File: config.mk
export PLATFORM = sky130hd
export DESIGN_NAME = reflow_profile_controller_top
export DESIGN_NICKNAME = d
export VERILOG_FILES = /design/src/rtl/core/rpc_pkg.sv /design/src/rtl/core/reflow_profile_controller_top.sv
export SDC_FILE = /design/constraint.sdc
export NUM_CORES = 1
export LEC_CHECK = 0
export BUFFER_PORTS_ARGS = -buffer_cell sky130_fd_sc_hd__buf_2
export CORE_MARGIN = 2
export CORE_UTILIZATION = 62
export CTS_CLUSTER_DIAMETER = 40
export DETAILED_ROUTE_END_ITERATION = 7
export PLACE_DENSITY = 0.86
export SLEW_MARGIN = 20
export SYNTH_ARGS = -nofsm -noshare
export SYNTH_HDL_FRONTEND = slang
export SYNTH_SLANG_ARGS = --single-unit
File: constraint.sdc
create_clock -name clk -period 11.1 [get_ports clk]
set_clock_uncertainty 0.05 [all_clocks]
set_input_delay 0.555 -clock clk [delete_from_list [all_inputs] [get_ports clk]]
set_output_delay 0.555 -clock clk [all_outputs]
set_load 0.02 [all_outputs]
File: src/rtl/core/rpc_pkg.sv
// ============================================================================
// Reflow profile controller package
// Shared stage codes, register indexes, widths and control constants.
// ============================================================================
package rpc_pkg;

    // Field widths
    localparam int TEMP_W  = 11;
    localparam int SP_W    = 9;
    localparam int SEC_W   = 16;
    localparam int GAIN_W  = 8;
    localparam int DRIVE_W = 8;
    localparam int STAGE_W = 3;
    localparam int ERR_W   = 4;
    localparam int CFG_IDX_W  = 3;
    localparam int CFG_DATA_W = 16;
    localparam int IN_DATA_W  = 16;
    localparam int OUT_DATA_W = 32;

    // Width of the setpoint minus temperature difference
    localparam int DIFF_W = 13;
    // Width of the signed PD sum
    localparam int PD_W = 15;

    // Profile stages
    localparam logic [STAGE_W-1:0] STAGE_IDLE    = 3'd0;
    localparam logic [STAGE_W-1:0] STAGE_PREHEAT = 3'd1;
    localparam logic [STAGE_W-1:0] STAGE_REFLOW  = 3'd2;
    localparam logic [STAGE_W-1:0] STAGE_SOAK    = 3'd3;
    localparam logic [STAGE_W-1:0] STAGE_COOL    = 3'd4;

    // Profile selections
    localparam logic [1:0] MODE_REFLOW = 2'd1;
    localparam logic [1:0] MODE_SOAK   = 2'd2;

    // Configuration register indexes
    localparam logic [CFG_IDX_W-1:0] REG_PREHEAT_SP  = 3'd0;
    localparam logic [CFG_IDX_W-1:0] REG_PREHEAT_SEC = 3'd1;
    localparam logic [CFG_IDX_W-1:0] REG_REFLOW_SP   = 3'd2;
    localparam logic [CFG_IDX_W-1:0] REG_REFLOW_SEC  = 3'd3;
    localparam logic [CFG_IDX_W-1:0] REG_SOAK_SP     = 3'd4;
    localparam logic [CFG_IDX_W-1:0] REG_GAIN_P      = 3'd5;
    localparam logic [CFG_IDX_W-1:0] REG_GAIN_D      = 3'd6;
    localparam logic [CFG_IDX_W-1:0] REG_DRIVE_MAX   = 3'd7;

    // Control bands and limits
    localparam logic signed [DIFF_W-1:0] FULL_BAND = 13'sd10;
    localparam logic signed [DIFF_W-1:0] HOLD_BAND = 13'sd5;
    localparam logic [DRIVE_W-1:0] DRIVE_OFF = 8'd255;
    localparam logic [DRIVE_W-1:0] DRIVE_FULL = 8'd0;
    localparam logic [DRIVE_W-1:0] DRIVE_MIN = 8'd0;
    localparam logic [SEC_W-1:0] SEC_MAX = 16'hFFFF;

    // Register reset values
    localparam logic [SP_W-1:0]    RST_PREHEAT_SP  = 9'd150;
    localparam logic [SEC_W-1:0]   RST_PREHEAT_SEC = 16'd30;
    localparam logic [SP_W-1:0]    RST_REFLOW_SP   = 9'd210;
    localparam logic [SEC_W-1:0]   RST_REFLOW_SEC  = 16'd20;
    localparam logic [SP_W-1:0]    RST_SOAK_SP     = 9'd200;
    localparam logic [GAIN_W-1:0]  RST_GAIN_P      = 8'd25;
    localparam logic [GAIN_W-1:0]  RST_GAIN_D      = 8'd100;
    localparam logic [DRIVE_W-1:0] RST_DRIVE_MAX   = 8'd255;

    // One result beat
    typedef struct packed {
        logic [SEC_W-1:0]   hold_count;
        logic               holding;
        logic [STAGE_W-1:0] stage;
        logic [DRIVE_W-1:0] ssr_drive;
    } result_t;

endpackage

File: src/rtl/core/reflow_profile_controller_top.sv
// ============================================================================
// Reflow profile controller
// Steps a reflow oven profile and computes an inverted PD heater drive.
// ============================================================================
// Usage:
// Each beat on the s_axis channel is one control period: tdata carries the
// measured temperature, a one-second tick, stop and start presses and the
// profile mode. Each accepted beat gives exactly one beat on m_axis with the
// heater drive (0 full on, 255 off), the stage after the period, the hold
// flag and the hold seconds.
// A beat that is accepted is offered on m_axis from the next cycle.
// Throughput is one beat per cycle while results are taken; the single
// result register is refilled in the same cycle that its beat is taken, so
// s_axis_tready follows m_axis_tready whenever a result is waiting.
// When the receiver stalls, the result holds and one more input beat is not
// taken until it drains; the profile state only advances on accepted beats.
// Configuration writes on the cfg channel are always ready and take effect
// at the next edge; they are meant to be made while no beat is in flight.
// Reset brings the block to idle with no result offered, clears the hold
// state and previous error, and loads the default profile registers.
// ============================================================================
module reflow_profile_controller_top
(
    input  logic                                clk,
    input  logic                                rst_n,
    // Fields from bit 0: temperature[10:0], second_tick[11], stop_press[12],
    // start_press[13], mode[15:14]
    input  logic                                s_axis_tvalid,
    output logic                                s_axis_tready,
    input  logic [rpc_pkg::IN_DATA_W-1:0]       s_axis_tdata,
    // Fields from bit 0: ssr_drive[7:0], stage[10:8], holding[11],
    // hold_count[27:12], zero fill [31:28]
    output logic                                m_axis_tvalid,
    input  logic                                m_axis_tready,
    output logic [rpc_pkg::OUT_DATA_W-1:0]      m_axis_tdata,
    // Configuration write channel
    input  logic                                cfg_valid,
    output logic                                cfg_ready,
    input  logic [rpc_pkg::CFG_IDX_W-1:0]       cfg_index,
    input  logic [rpc_pkg::CFG_DATA_W-1:0]      cfg_data
);

    // Configuration registers
    logic [rpc_pkg::SP_W-1:0]    preheat_sp_reg;
    logic [rpc_pkg::SEC_W-1:0]   preheat_sec_reg;
    logic [rpc_pkg::SP_W-1:0]    reflow_sp_reg;
    logic [rpc_pkg::SEC_W-1:0]   reflow_sec_reg;
    logic [rpc_pkg::SP_W-1:0]    soak_sp_reg;
    logic [rpc_pkg::GAIN_W-1:0]  gain_p_reg;
    logic [rpc_pkg::GAIN_W-1:0]  gain_d_reg;
    logic [rpc_pkg::DRIVE_W-1:0] drive_max_reg;

    // Profile state
    logic [rpc_pkg::STAGE_W-1:0] stage_reg, stage_next;
    logic                        hold_reg, hold_next;
    logic [rpc_pkg::SEC_W-1:0]   count_reg, count_next;
    logic [rpc_pkg::ERR_W-1:0]   prev_err_reg, prev_err_next;

    // Result register
    logic                        out_valid_reg;
    rpc_pkg::result_t            result_reg, result_next;

    // Handshake
    logic in_fire;
    logic cfg_fire;

    // Unpacked input fields
    logic signed [rpc_pkg::TEMP_W-1:0] temperature;
    logic                              second_tick;
    logic                              stop_press;
    logic                              start_press;
    logic [1:0]                        mode;

    // Stage parameters and PD datapath
    logic                              heating;
    logic [rpc_pkg::SP_W-1:0]          setpoint;
    logic [rpc_pkg::SEC_W-1:0]         duration;
    logic [rpc_pkg::STAGE_W-1:0]       next_stage;
    logic signed [rpc_pkg::DIFF_W-1:0] diff;
    logic [rpc_pkg::ERR_W-1:0]         err;
    logic signed [rpc_pkg::ERR_W+1:0]  err_delta;
    logic signed [rpc_pkg::PD_W-1:0]   p_term;
    logic signed [rpc_pkg::PD_W-1:0]   d_term;
    logic signed [rpc_pkg::PD_W-1:0]   pd_sum;
    logic [rpc_pkg::DRIVE_W-1:0]       pd_clamped;
    logic [rpc_pkg::DRIVE_W-1:0]       drive;
    logic                              in_band;
    logic [rpc_pkg::SEC_W-1:0]         count_ticked;
    logic                              advance;

    assign in_fire       = s_axis_tvalid && s_axis_tready;
    assign s_axis_tready = !out_valid_reg || m_axis_tready;
    assign cfg_ready     = 1'b1;
    assign cfg_fire      = cfg_valid && cfg_ready;

    assign temperature = $signed(s_axis_tdata[10:0]);
    assign second_tick = s_axis_tdata[11];
    assign stop_press  = s_axis_tdata[12];
    assign start_press = s_axis_tdata[13];
    assign mode        = s_axis_tdata[15:14];

    // Configuration register writes.
    always_ff @(posedge clk or negedge rst_n)
    begin
        if (!rst_n)
        begin
            preheat_sp_reg  <= rpc_pkg::RST_PREHEAT_SP;
            preheat_sec_reg <= rpc_pkg::RST_PREHEAT_SEC;
            reflow_sp_reg   <= rpc_pkg::RST_REFLOW_SP;
            reflow_sec_reg  <= rpc_pkg::RST_REFLOW_SEC;
            soak_sp_reg     <= rpc_pkg::RST_SOAK_SP;
            gain_p_reg      <= rpc_pkg::RST_GAIN_P;
            gain_d_reg      <= rpc_pkg::RST_GAIN_D;
            drive_max_reg   <= rpc_pkg::RST_DRIVE_MAX;
        end
        else if (cfg_fire)
        begin
            unique case (cfg_index)
                rpc_pkg::REG_PREHEAT_SP:  preheat_sp_reg  <= cfg_data[rpc_pkg::SP_W-1:0];
                rpc_pkg::REG_PREHEAT_SEC: preheat_sec_reg <= cfg_data;
                rpc_pkg::REG_REFLOW_SP:   reflow_sp_reg   <= cfg_data[rpc_pkg::SP_W-1:0];
                rpc_pkg::REG_REFLOW_SEC:  reflow_sec_reg  <= cfg_data;
                rpc_pkg::REG_SOAK_SP:     soak_sp_reg     <= cfg_data[rpc_pkg::SP_W-1:0];
                rpc_pkg::REG_GAIN_P:      gain_p_reg      <= cfg_data[rpc_pkg::GAIN_W-1:0];
                rpc_pkg::REG_GAIN_D:      gain_d_reg      <= cfg_data[rpc_pkg::GAIN_W-1:0];
                rpc_pkg::REG_DRIVE_MAX:   drive_max_reg   <= cfg_data[rpc_pkg::DRIVE_W-1:0];
                default:                  preheat_sp_reg  <= preheat_sp_reg;
            endcase
        end
    end

    // Setpoint, duration and successor of the current heating stage.
    always_comb
    begin
        heating    = 1'b1;
        setpoint   = rpc_pkg::RST_PREHEAT_SP;
        duration   = '0;
        next_stage = rpc_pkg::STAGE_IDLE;
        unique case (stage_reg)
            rpc_pkg::STAGE_PREHEAT:
            begin
                setpoint   = preheat_sp_reg;
                duration   = preheat_sec_reg;
                next_stage = rpc_pkg::STAGE_REFLOW;
            end
            rpc_pkg::STAGE_REFLOW:
            begin
                setpoint   = reflow_sp_reg;
                duration   = reflow_sec_reg;
                next_stage = rpc_pkg::STAGE_COOL;
            end
            rpc_pkg::STAGE_SOAK:
            begin
                setpoint   = soak_sp_reg;
                next_stage = rpc_pkg::STAGE_COOL;
            end
            default:
            begin
                heating = 1'b0;
            end
        endcase
    end

    // PD drive: off outside heating, full below the band, off above the setpoint, else inverted clamped PD.
    always_comb
    begin
        diff      = $signed({4'b0, setpoint}) - rpc_pkg::DIFF_W'(temperature);
        err       = diff[rpc_pkg::ERR_W-1:0];
        in_band   = (diff >= 0) && (diff <= rpc_pkg::FULL_BAND);
        err_delta = $signed({2'b0, err}) - $signed({2'b0, prev_err_reg});
        p_term    = rpc_pkg::PD_W'($signed({1'b0, gain_p_reg}))
                  * rpc_pkg::PD_W'($signed({1'b0, err}));
        d_term    = rpc_pkg::PD_W'($signed({1'b0, gain_d_reg}))
                  * rpc_pkg::PD_W'(err_delta);
        pd_sum    = p_term + d_term;
        if (pd_sum > $signed({7'b0, drive_max_reg}))
            pd_clamped = drive_max_reg;
        else if (pd_sum < $signed({7'b0, rpc_pkg::DRIVE_MIN}))
            pd_clamped = rpc_pkg::DRIVE_MIN;
        else
            pd_clamped = pd_sum[rpc_pkg::DRIVE_W-1:0];

        if (!heating)
            drive = rpc_pkg::DRIVE_OFF;
        else if (diff > rpc_pkg::FULL_BAND)
            drive = rpc_pkg::DRIVE_FULL;
        else if (diff < 0)
            drive = rpc_pkg::DRIVE_OFF;
        else
            drive = rpc_pkg::DRIVE_OFF - pd_clamped;

        prev_err_next = (heating && in_band) ? err : prev_err_reg;
    end

    // Profile sequencing and hold counting.
    always_comb
    begin
        count_ticked = count_reg;
        if (second_tick && (count_reg != rpc_pkg::SEC_MAX))
            count_ticked = count_reg + rpc_pkg::SEC_W'(1);

        advance    = stop_press;
        stage_next = stage_reg;
        hold_next  = hold_reg;
        count_next = count_reg;

        if (heating)
        begin
            if (hold_reg)
            begin
                count_next = count_ticked;
                if ((duration != '0) && (count_ticked > duration))
                    advance = 1'b1;
            end
            else if (diff < rpc_pkg::HOLD_BAND)
            begin
                hold_next  = 1'b1;
                count_next = '0;
            end
            if (advance)
            begin
                stage_next = next_stage;
                hold_next  = 1'b0;
                count_next = '0;
            end
        end
        else if (stage_reg == rpc_pkg::STAGE_COOL)
        begin
            if (stop_press)
                stage_next = rpc_pkg::STAGE_IDLE;
            hold_next  = 1'b0;
            count_next = '0;
        end
        else
        begin
            stage_next = rpc_pkg::STAGE_IDLE;
            hold_next  = 1'b0;
            count_next = '0;
            if (start_press && (mode == rpc_pkg::MODE_REFLOW))
                stage_next = rpc_pkg::STAGE_PREHEAT;
            else if (start_press && (mode == rpc_pkg::MODE_SOAK))
                stage_next = rpc_pkg::STAGE_SOAK;
        end

        result_next.ssr_drive  = drive;
        result_next.stage      = stage_next;
        result_next.holding    = hold_next;
        result_next.hold_count = hold_next ? count_next : '0;
    end

    // Profile state and result valid.
    always_ff @(posedge clk or negedge rst_n)
    begin
        if (!rst_n)
        begin
            stage_reg     <= rpc_pkg::STAGE_IDLE;
            hold_reg      <= 1'b0;
            count_reg     <= '0;
            prev_err_reg  <= '0;
            out_valid_reg <= 1'b0;
        end
        else
        begin
            if (in_fire)
            begin
                stage_reg    <= stage_next;
                hold_reg     <= hold_next;
                count_reg    <= count_next;
                prev_err_reg <= prev_err_next;
            end
            if (in_fire)
                out_valid_reg <= 1'b1;
            else if (m_axis_tready)
                out_valid_reg <= 1'b0;
        end
    end

    // Result payload.
    always_ff @(posedge clk)
    begin
        if (in_fire)
            result_reg <= result_next;
    end

    assign m_axis_tvalid = out_valid_reg;
    assign m_axis_tdata  = {4'b0, result_reg};

    // Idle and cooling never hold.
    assert property (@(posedge clk) disable iff (!rst_n)
        ((stage_reg == rpc_pkg::STAGE_IDLE) || (stage_reg == rpc_pkg::STAGE_COOL))
        |-> (!hold_reg && (count_reg == '0)))
    else $error("hold state set outside a heating stage");

    // A beat taken in idle or cooling leaves the heater off.
    assert property (@(posedge clk) disable iff (!rst_n)
        (in_fire && ((stage_reg == rpc_pkg::STAGE_IDLE) ||
                     (stage_reg == rpc_pkg::STAGE_COOL)))
        |=> (m_axis_tdata[7:0] == rpc_pkg::DRIVE_OFF))
    else $error("heater driven while idle or cooling");

    // Every accepted beat is offered as a result in the next cycle.
    assert property (@(posedge clk) disable iff (!rst_n)
        in_fire |=> m_axis_tvalid)
    else $error("accepted beat produced no result");

    // State only moves on accepted beats.
    assert property (@(posedge clk) disable iff (!rst_n)
        !in_fire |=> ($stable(stage_reg) && $stable(count_reg) && $stable(prev_err_reg)))
    else $error("profile state changed without an input beat");

endmodule

After elaboration in Yosys (flattened, before gate mapping) --
Index checks and enable logic that the tools add are counted.
Word-level totals: register bits 136, word-level logic and storage cells 97, bits of input ports 40
Cells by class: magnitude comparators 8, eq/ne operators 14, multipliers 2, multiplexer cells 28, reductions and logical operators 23, add/subtract/negate cells 5
Operator list (number):
- 16-bit two-way mux | 5
- 8-bit two-way mux | 4
- 16-bit one-hot mux with 2 select lines | 1
- 9-bit one-hot mux with 3 select lines | 1
- 2-bit AND reduction | 9
- 16-bit by 1-bit adder with 16-bit output (second input constant) | 1
- 16-bit greater-than comparator | 1
- 16-bit inequality test (second input constant) | 1
- 16-bit nonzero test | 1
- 13-bit by 14-bit adder with 15-bit output | 1
- 3-bit == test (second input constant) | 5
- 15-bit by 9-bit greater-than comparator with 1-bit output | 1
- 15-bit by 1-bit < comparator with 1-bit output (second input constant) | 1
- 9-bit by 5-bit multiplier with 14-bit output | 1
- 3-bit by 2-bit == test with 1-bit output (second input constant) | 4
- 12-bit by 1-bit >= comparator with 1-bit output (second input constant) | 1
- 12-bit by 5-bit greater-than comparator with 1-bit output (second input constant) | 1
- 12-bit by 5-bit less-or-equal comparator with 1-bit output (second input constant) | 1
- 12-bit by 1-bit < comparator with 1-bit output (second input constant) | 1
- 12-bit by 4-bit < comparator with 1-bit output (second input constant) | 1
- 8-bit by 4-bit multiplier with 12-bit output | 1
- 3-bit two-way mux | 4
- 10-bit by 11-bit subtractor with 12-bit output | 1
- 1-bit two-way mux | 10
- 14 further kinds | 22

Longest topological paths before layout --
depth in word-level cells 12, mapped depth 38

Worst setup path after synthesis --
OpenSTA, ideal clock, no wires.
path type flip-flop to flip-flop, start register stage_reg[1] (netlist bit), end register result_reg (netlist bit m_axis_tdata[0]), data pin, setup time 0.254 ns, path slack 1.911 ns, period minus slack after synthesis 9.189 ns, stages on the path, launching flop included 39, arrival time 8.884 ns, required time 10.796 ns, path through dfrtp_1 buf_6 clkbuf_1 mux2i_1 nand2_1 o21ai_0 nand2_1 ha_1 or2_1 o221ai_1 a21boi_0 clkbuf_1 nand2_1 fa_1 fa_1 inv_1 ha_1 a21o_1 [... 3 more ...] inv_1 fa_1 inv_1 fa_1 ha_1 ha_1 nor2b_1 o21a_1 nor2_1 xnor2_1 ha_1 nand3_1 a31oi_1 a211o_1 a2111oi_0 nand4_2 mux2i_1 o21a_1
On the way: cells in the longest elaborated chain, start to end 12, elaborated cells between the ends (all ways) 20
Ends and longest elaborated chain:
- start, declared | line reflow_profile_controller_top.sv:54 | logic [rpc_pkg::STAGE_W-1:0] stage_reg, stage_next;
- start signal, assigned | line reflow_profile_controller_top.sv:256 | stage_reg <= rpc_pkg::STAGE_IDLE;
- start signal, assigned | line reflow_profile_controller_top.sv:266 | stage_reg <= stage_next;
- 3-bit by 2-bit == test with 1-bit output or 3-bit by 1-bit == test with 1-bit output (tied branches) | line reflow_profile_controller_top.sv:139 | unique case (stage_reg)
- 9-bit one-hot mux with 3 select lines * | line reflow_profile_controller_top.sv:139
- 10-bit by 11-bit subtractor with 12-bit output * | line reflow_profile_controller_top.sv:167 | diff = $signed({4'b0, setpoint}) - rpc_pkg::DIFF_W'(temperature);
- named net diff, one bit | line reflow_profile_controller_top.sv:79 | logic signed [rpc_pkg::DIFF_W-1:0] diff;
- 4-bit by 4-bit subtractor with 5-bit output | line reflow_profile_controller_top.sv:170 | err_delta = $signed({2'b0, err}) - $signed({2'b0, prev_err_reg});
- 9-bit by 5-bit multiplier with 14-bit output | line reflow_profile_controller_top.sv:174 | * rpc_pkg::PD_W'(err_delta);
- 13-bit by 14-bit adder with 15-bit output | line reflow_profile_controller_top.sv:175 | pd_sum = p_term + d_term;
- 15-bit by 1-bit < comparator with 1-bit output | line reflow_profile_controller_top.sv:178 | else if (pd_sum < $signed({7'b0, rpc_pkg::DRIVE_MIN}))
- 8-bit two-way mux | line reflow_profile_controller_top.sv:178
- 8-bit two-way mux | line reflow_profile_controller_top.sv:176 | if (pd_sum > $signed({7'b0, drive_max_reg}))
- 8-bit subtractor | line reflow_profile_controller_top.sv:190 | drive = rpc_pkg::DRIVE_OFF - pd_clamped;
- 8-bit two-way mux | line reflow_profile_controller_top.sv:187 | else if (diff < 0)
- 8-bit two-way mux * | line reflow_profile_controller_top.sv:185 | else if (diff > rpc_pkg::FULL_BAND)
- end signal, assigned | line reflow_profile_controller_top.sv:282 | result_reg <= result_next;
- end, declared | line reflow_profile_controller_top.sv:61 | rpc_pkg::result_t result_reg, result_next;
The timed path passes the listed nets; every way through them passes the cells marked *. A chain may end at the register's enable or synchronous reset.

Final worst setup path --
start register stage_reg[0] (netlist bit), end register result_reg (netlist bit m_axis_tdata[1]), data pin
On the way: cells in the longest elaborated chain, start to end 12, elaborated cells between the ends (all ways) 20
Ends and longest elaborated chain (line):
- 3-bit by 2-bit == test with 1-bit output or 3-bit by 1-bit == test with 1-bit output (tied branches) | reflow_profile_controller_top.sv:139
- 9-bit one-hot mux with 3 select lines | reflow_profile_controller_top.sv:139
- 10-bit by 11-bit subtractor with 12-bit output | reflow_profile_controller_top.sv:167
- 4-bit by 4-bit subtractor with 5-bit output | reflow_profile_controller_top.sv:170
- 9-bit by 5-bit multiplier with 14-bit output | reflow_profile_controller_top.sv:174
- 13-bit by 14-bit adder with 15-bit output | reflow_profile_controller_top.sv:175
- 15-bit by 1-bit < comparator with 1-bit output | reflow_profile_controller_top.sv:178
- 8-bit two-way mux | reflow_profile_controller_top.sv:178
- 8-bit two-way mux | reflow_profile_controller_top.sv:176
- 8-bit subtractor | reflow_profile_controller_top.sv:190
- 8-bit two-way mux | reflow_profile_controller_top.sv:187
- 8-bit two-way mux | reflow_profile_controller_top.sv:185
Parallel ways exist; a longest one is shown, timed or not.

==> impl_results.md <==
* Run status: completed
* Antenna cells at 0
* EDFF count, synth at 28
* CTS Buffer Depth at 2
* Final layout net count at 1233
* Primary flip-flop cell chosen by synthesis mapping: sky130_fd_sc_hd__dfrtp_1
* Floorplan die width at 134 um
* Async set-or-reset flop fraction in the synthesized netlist at 0.794
* Timing-limited maximum frequency at 99.9 MHz
* Kind of launch point of the worst setup path: register
* Total of endpoints with negative setup slack in the final report at 0
* DIE AREA at 17900 um2
* Max reg flops at 28
* DR DRC count at 0
* IO buf count at 69
* Source-to-sink clock delay at the later pin of the worst-skew pair at 0.43 ns
* Data arrival time of the critical path at around 10 ns
* Sink Count at 136
* Count of different cell masters after synthesis at 84
* Final wirelength at 24200 um
* Critical path class: register to register
* DRC violation total after the first TritonRoute iteration at 740
* Avg Inst Size Synth at about 10 um2
* Data required time at the worst endpoint at 11.22 ns
* Detailed-route wire length per cell at 18.7 um
* Worst slew slack as a fraction of its limit at 0.297
* Antenna Nets Post-Route at 0
* Number of hold violations in the final report at 0
* Total number of yosys warnings at 0
* Maximum net fanout on the critical path at 21
* Vertical die dimension at 134 um
* Element type at the critical path end: register
* Via density at 6.06
* Pin slew with the least headroom to its limit at 1.05 ns
* Maximum number of pins on one net before global-route repair at 64
* Setup TNS Final at 0 ns
* Clock tree from TritonCTS: built
* Via count at 7854
* Portion of synthesized cell area occupied by the leading cell type at 0.184
* Cell type with the largest total area after synthesis: sky130_fd_sc_hd__dfrtp_1
* P&R area growth vs syn at 10.2%
* Wire length of the first global-routing pass at ~40000 um
* Worst hold path class: input pin to async pin
* Number of global-route vias before repair at 8025
* Reg2reg setup slack at 1.09 ns
* Sequential element share of the synthesized area at 0.343
* Min Clock Period, post-route at 10.01 ns
* Top cells by area in the synthesized netlist: sky130_fd_sc_hd__dfrtp_1 18%, sky130_fd_sc_hd__ha_1 10%, sky130_fd_sc_hd__mux2_2 9.5%, sky130_fd_sc_hd__fa_1 8.4%, sky130_fd_sc_hd__edfxtp_1 8.0%
* Cts-stage hold buffer count at 0
* Number of instances resized during post-cts repair at 0
* Post-synthesis sequential element count at 136
* Initial antenna violation count at 0
* Initial cell density of the core at 0.632
* Deepest level of the CTS H-tree at 4
* Top-count cell post-synth: sky130_fd_sc_hd__inv_1
* Fraction of layout cells with a size suffix above 1 at 0.243
* R2r endpoint: m_axis_tdata[1]
* Root Buffer Master: sky130_fd_sc_hd__clkbuf_16
* Max-cap viol count at 0
* Fin crit share at 0.901
* Post-CTS clock slew at the launch and capture registers of the worst setup and hold paths at about 0.06 ns
* R2R depth at 31
* Most repeated library cell on the critical path: sky130_fd_sc_hd__fa_1
* Synth Cell Area at 10500 um2
* Pre-Repair DR Iteration Count at 6
* Cell with the biggest individual delay on the critical path: sky130_fd_sc_hd__xnor2_1
* CTS buffer count at 17
* Final RePlAce weighted congestion at slightly above 0.9
* Row Count at 47
* Beginning of the worst register-to-register path: stage_reg[0]
* Most numerous cell types in the synthesized netlist: 98 x sky130_fd_sc_hd__inv_1, 88 x sky130_fd_sc_hd__mux2_2, 87 x sky130_fd_sc_hd__ha_1
* Remaining global-route overflow at 0
* Post-CTS Setup Repair Bufs at 0
* Number of fill cells in the layout at 1133
* Largest stage delay on the critical path at 0.62 ns
* Cells after Synth at 1002
* I/O pin total at 75
* Sum of net half-perimeters after detailed placement at 17300 um
* Max-slew violation total from the final report at 0
* Placeable core region at 16500 um2
* Total global-route track usage at 0.282
* Setup repair after global routing missed its margin: false
## metrics by stage
stage	util	area [um2]	setup WS (ns)	std cells	hold WS [ns]
final	0.697	11500	1.09	1295	0.0810
after global routing	0.697	11500	0.439	1295	0.131
after CTS	0.697	11500	1.10	1295	0.102
after detailed placement	0.660	10900	1.17	1263	0.431
after global placement	0.660	10900	1.43	1263	0.421
after floorplan	-	10500	1.91	1005	0.209
## cell type report
cell class | instances | area (um2) | share of cell area
Multi-Input combinational cell | 730 | 6270 | 0.545
Sequential cell | 136 | 3580 | 0.311
Clock buffer | 22 | 497 | 0.0431
Timing Repair Buffer | 77 | 408 | 0.0354
Inverter | 100 | 375 | 0.0326
Tap cell | 220 | 275 | 0.0239
Clock inverter | 10 | 103 | 0.00891
## logic make-up after synthesis
logic type,synth area share
simple gates,0.149
compound gates,0.119
buf+inv,0.0590
flops,0.343
fa+ha+maj,0.188
mux,0.114
xor+xnor,0.0277
other cells,0.000719
## cell usage in the layout, fill, tap and decap left out, drive strengths merged, types with 10 or more instances in the layout
cell / count
mux2: 90
a21oi: 29
fa: 44
ha: 87
nand2: 65
clkbuf: 22
nand3: 17
nand4: 12
inv: 104
nor3: 15
mux2i: 18
buf: 77
or2: 10
nand2b: 14
dfrtp: 77
a21o: 15
edfxtp: 28
o21ai: 37
o21a: 15
nor2: 37
dfstp: 31
and2: 36
nor2b: 50
a32oi: 16
xnor2: 27
## critical path, delay by kind of cell, from the launching register on
kind,cells,cell delay [ns]
and+or+nand+nor,5,1.27
xor gates and xnor gates,3,1.09
adders and majority gates,11,4.46
muxes,1,0.22
DFF,1,0.59
AOI/OAI and AO/OA,9,1.92
buffers and inverters,2,0.12
## worst max path at each step
stage	start	end	slack [ns]	depth (start not counted)
floorplan	stage_reg[1]	m_axis_tdata[0]	1.91	38
global placement	stage_reg[0]	m_axis_tdata[5]	1.43	33
detailed placement	stage_reg[0]	m_axis_tdata[1]	1.17	31
CTS	stage_reg[0]	m_axis_tdata[1]	1.10	31
global route	stage_reg[0]	m_axis_tdata[1]	0.44	31
finish	stage_reg[0]	m_axis_tdata[1]	1.09	31
## layer usage
layer / global-route usage / part of all wire / vias to the layer above
met2: 0.469 / 0.48 / 343
met3: 0.0491 / 0.063 / 65
li1: - / - / 3626
met1: 0.371 / 0.43 / 3820
met4: 0.111 / 0.031 / 0
met5: 0 / 0 / -
Power is not shown: default switching activity piles up to over one toggle a cycle in this logic, so the estimate is an artifact.
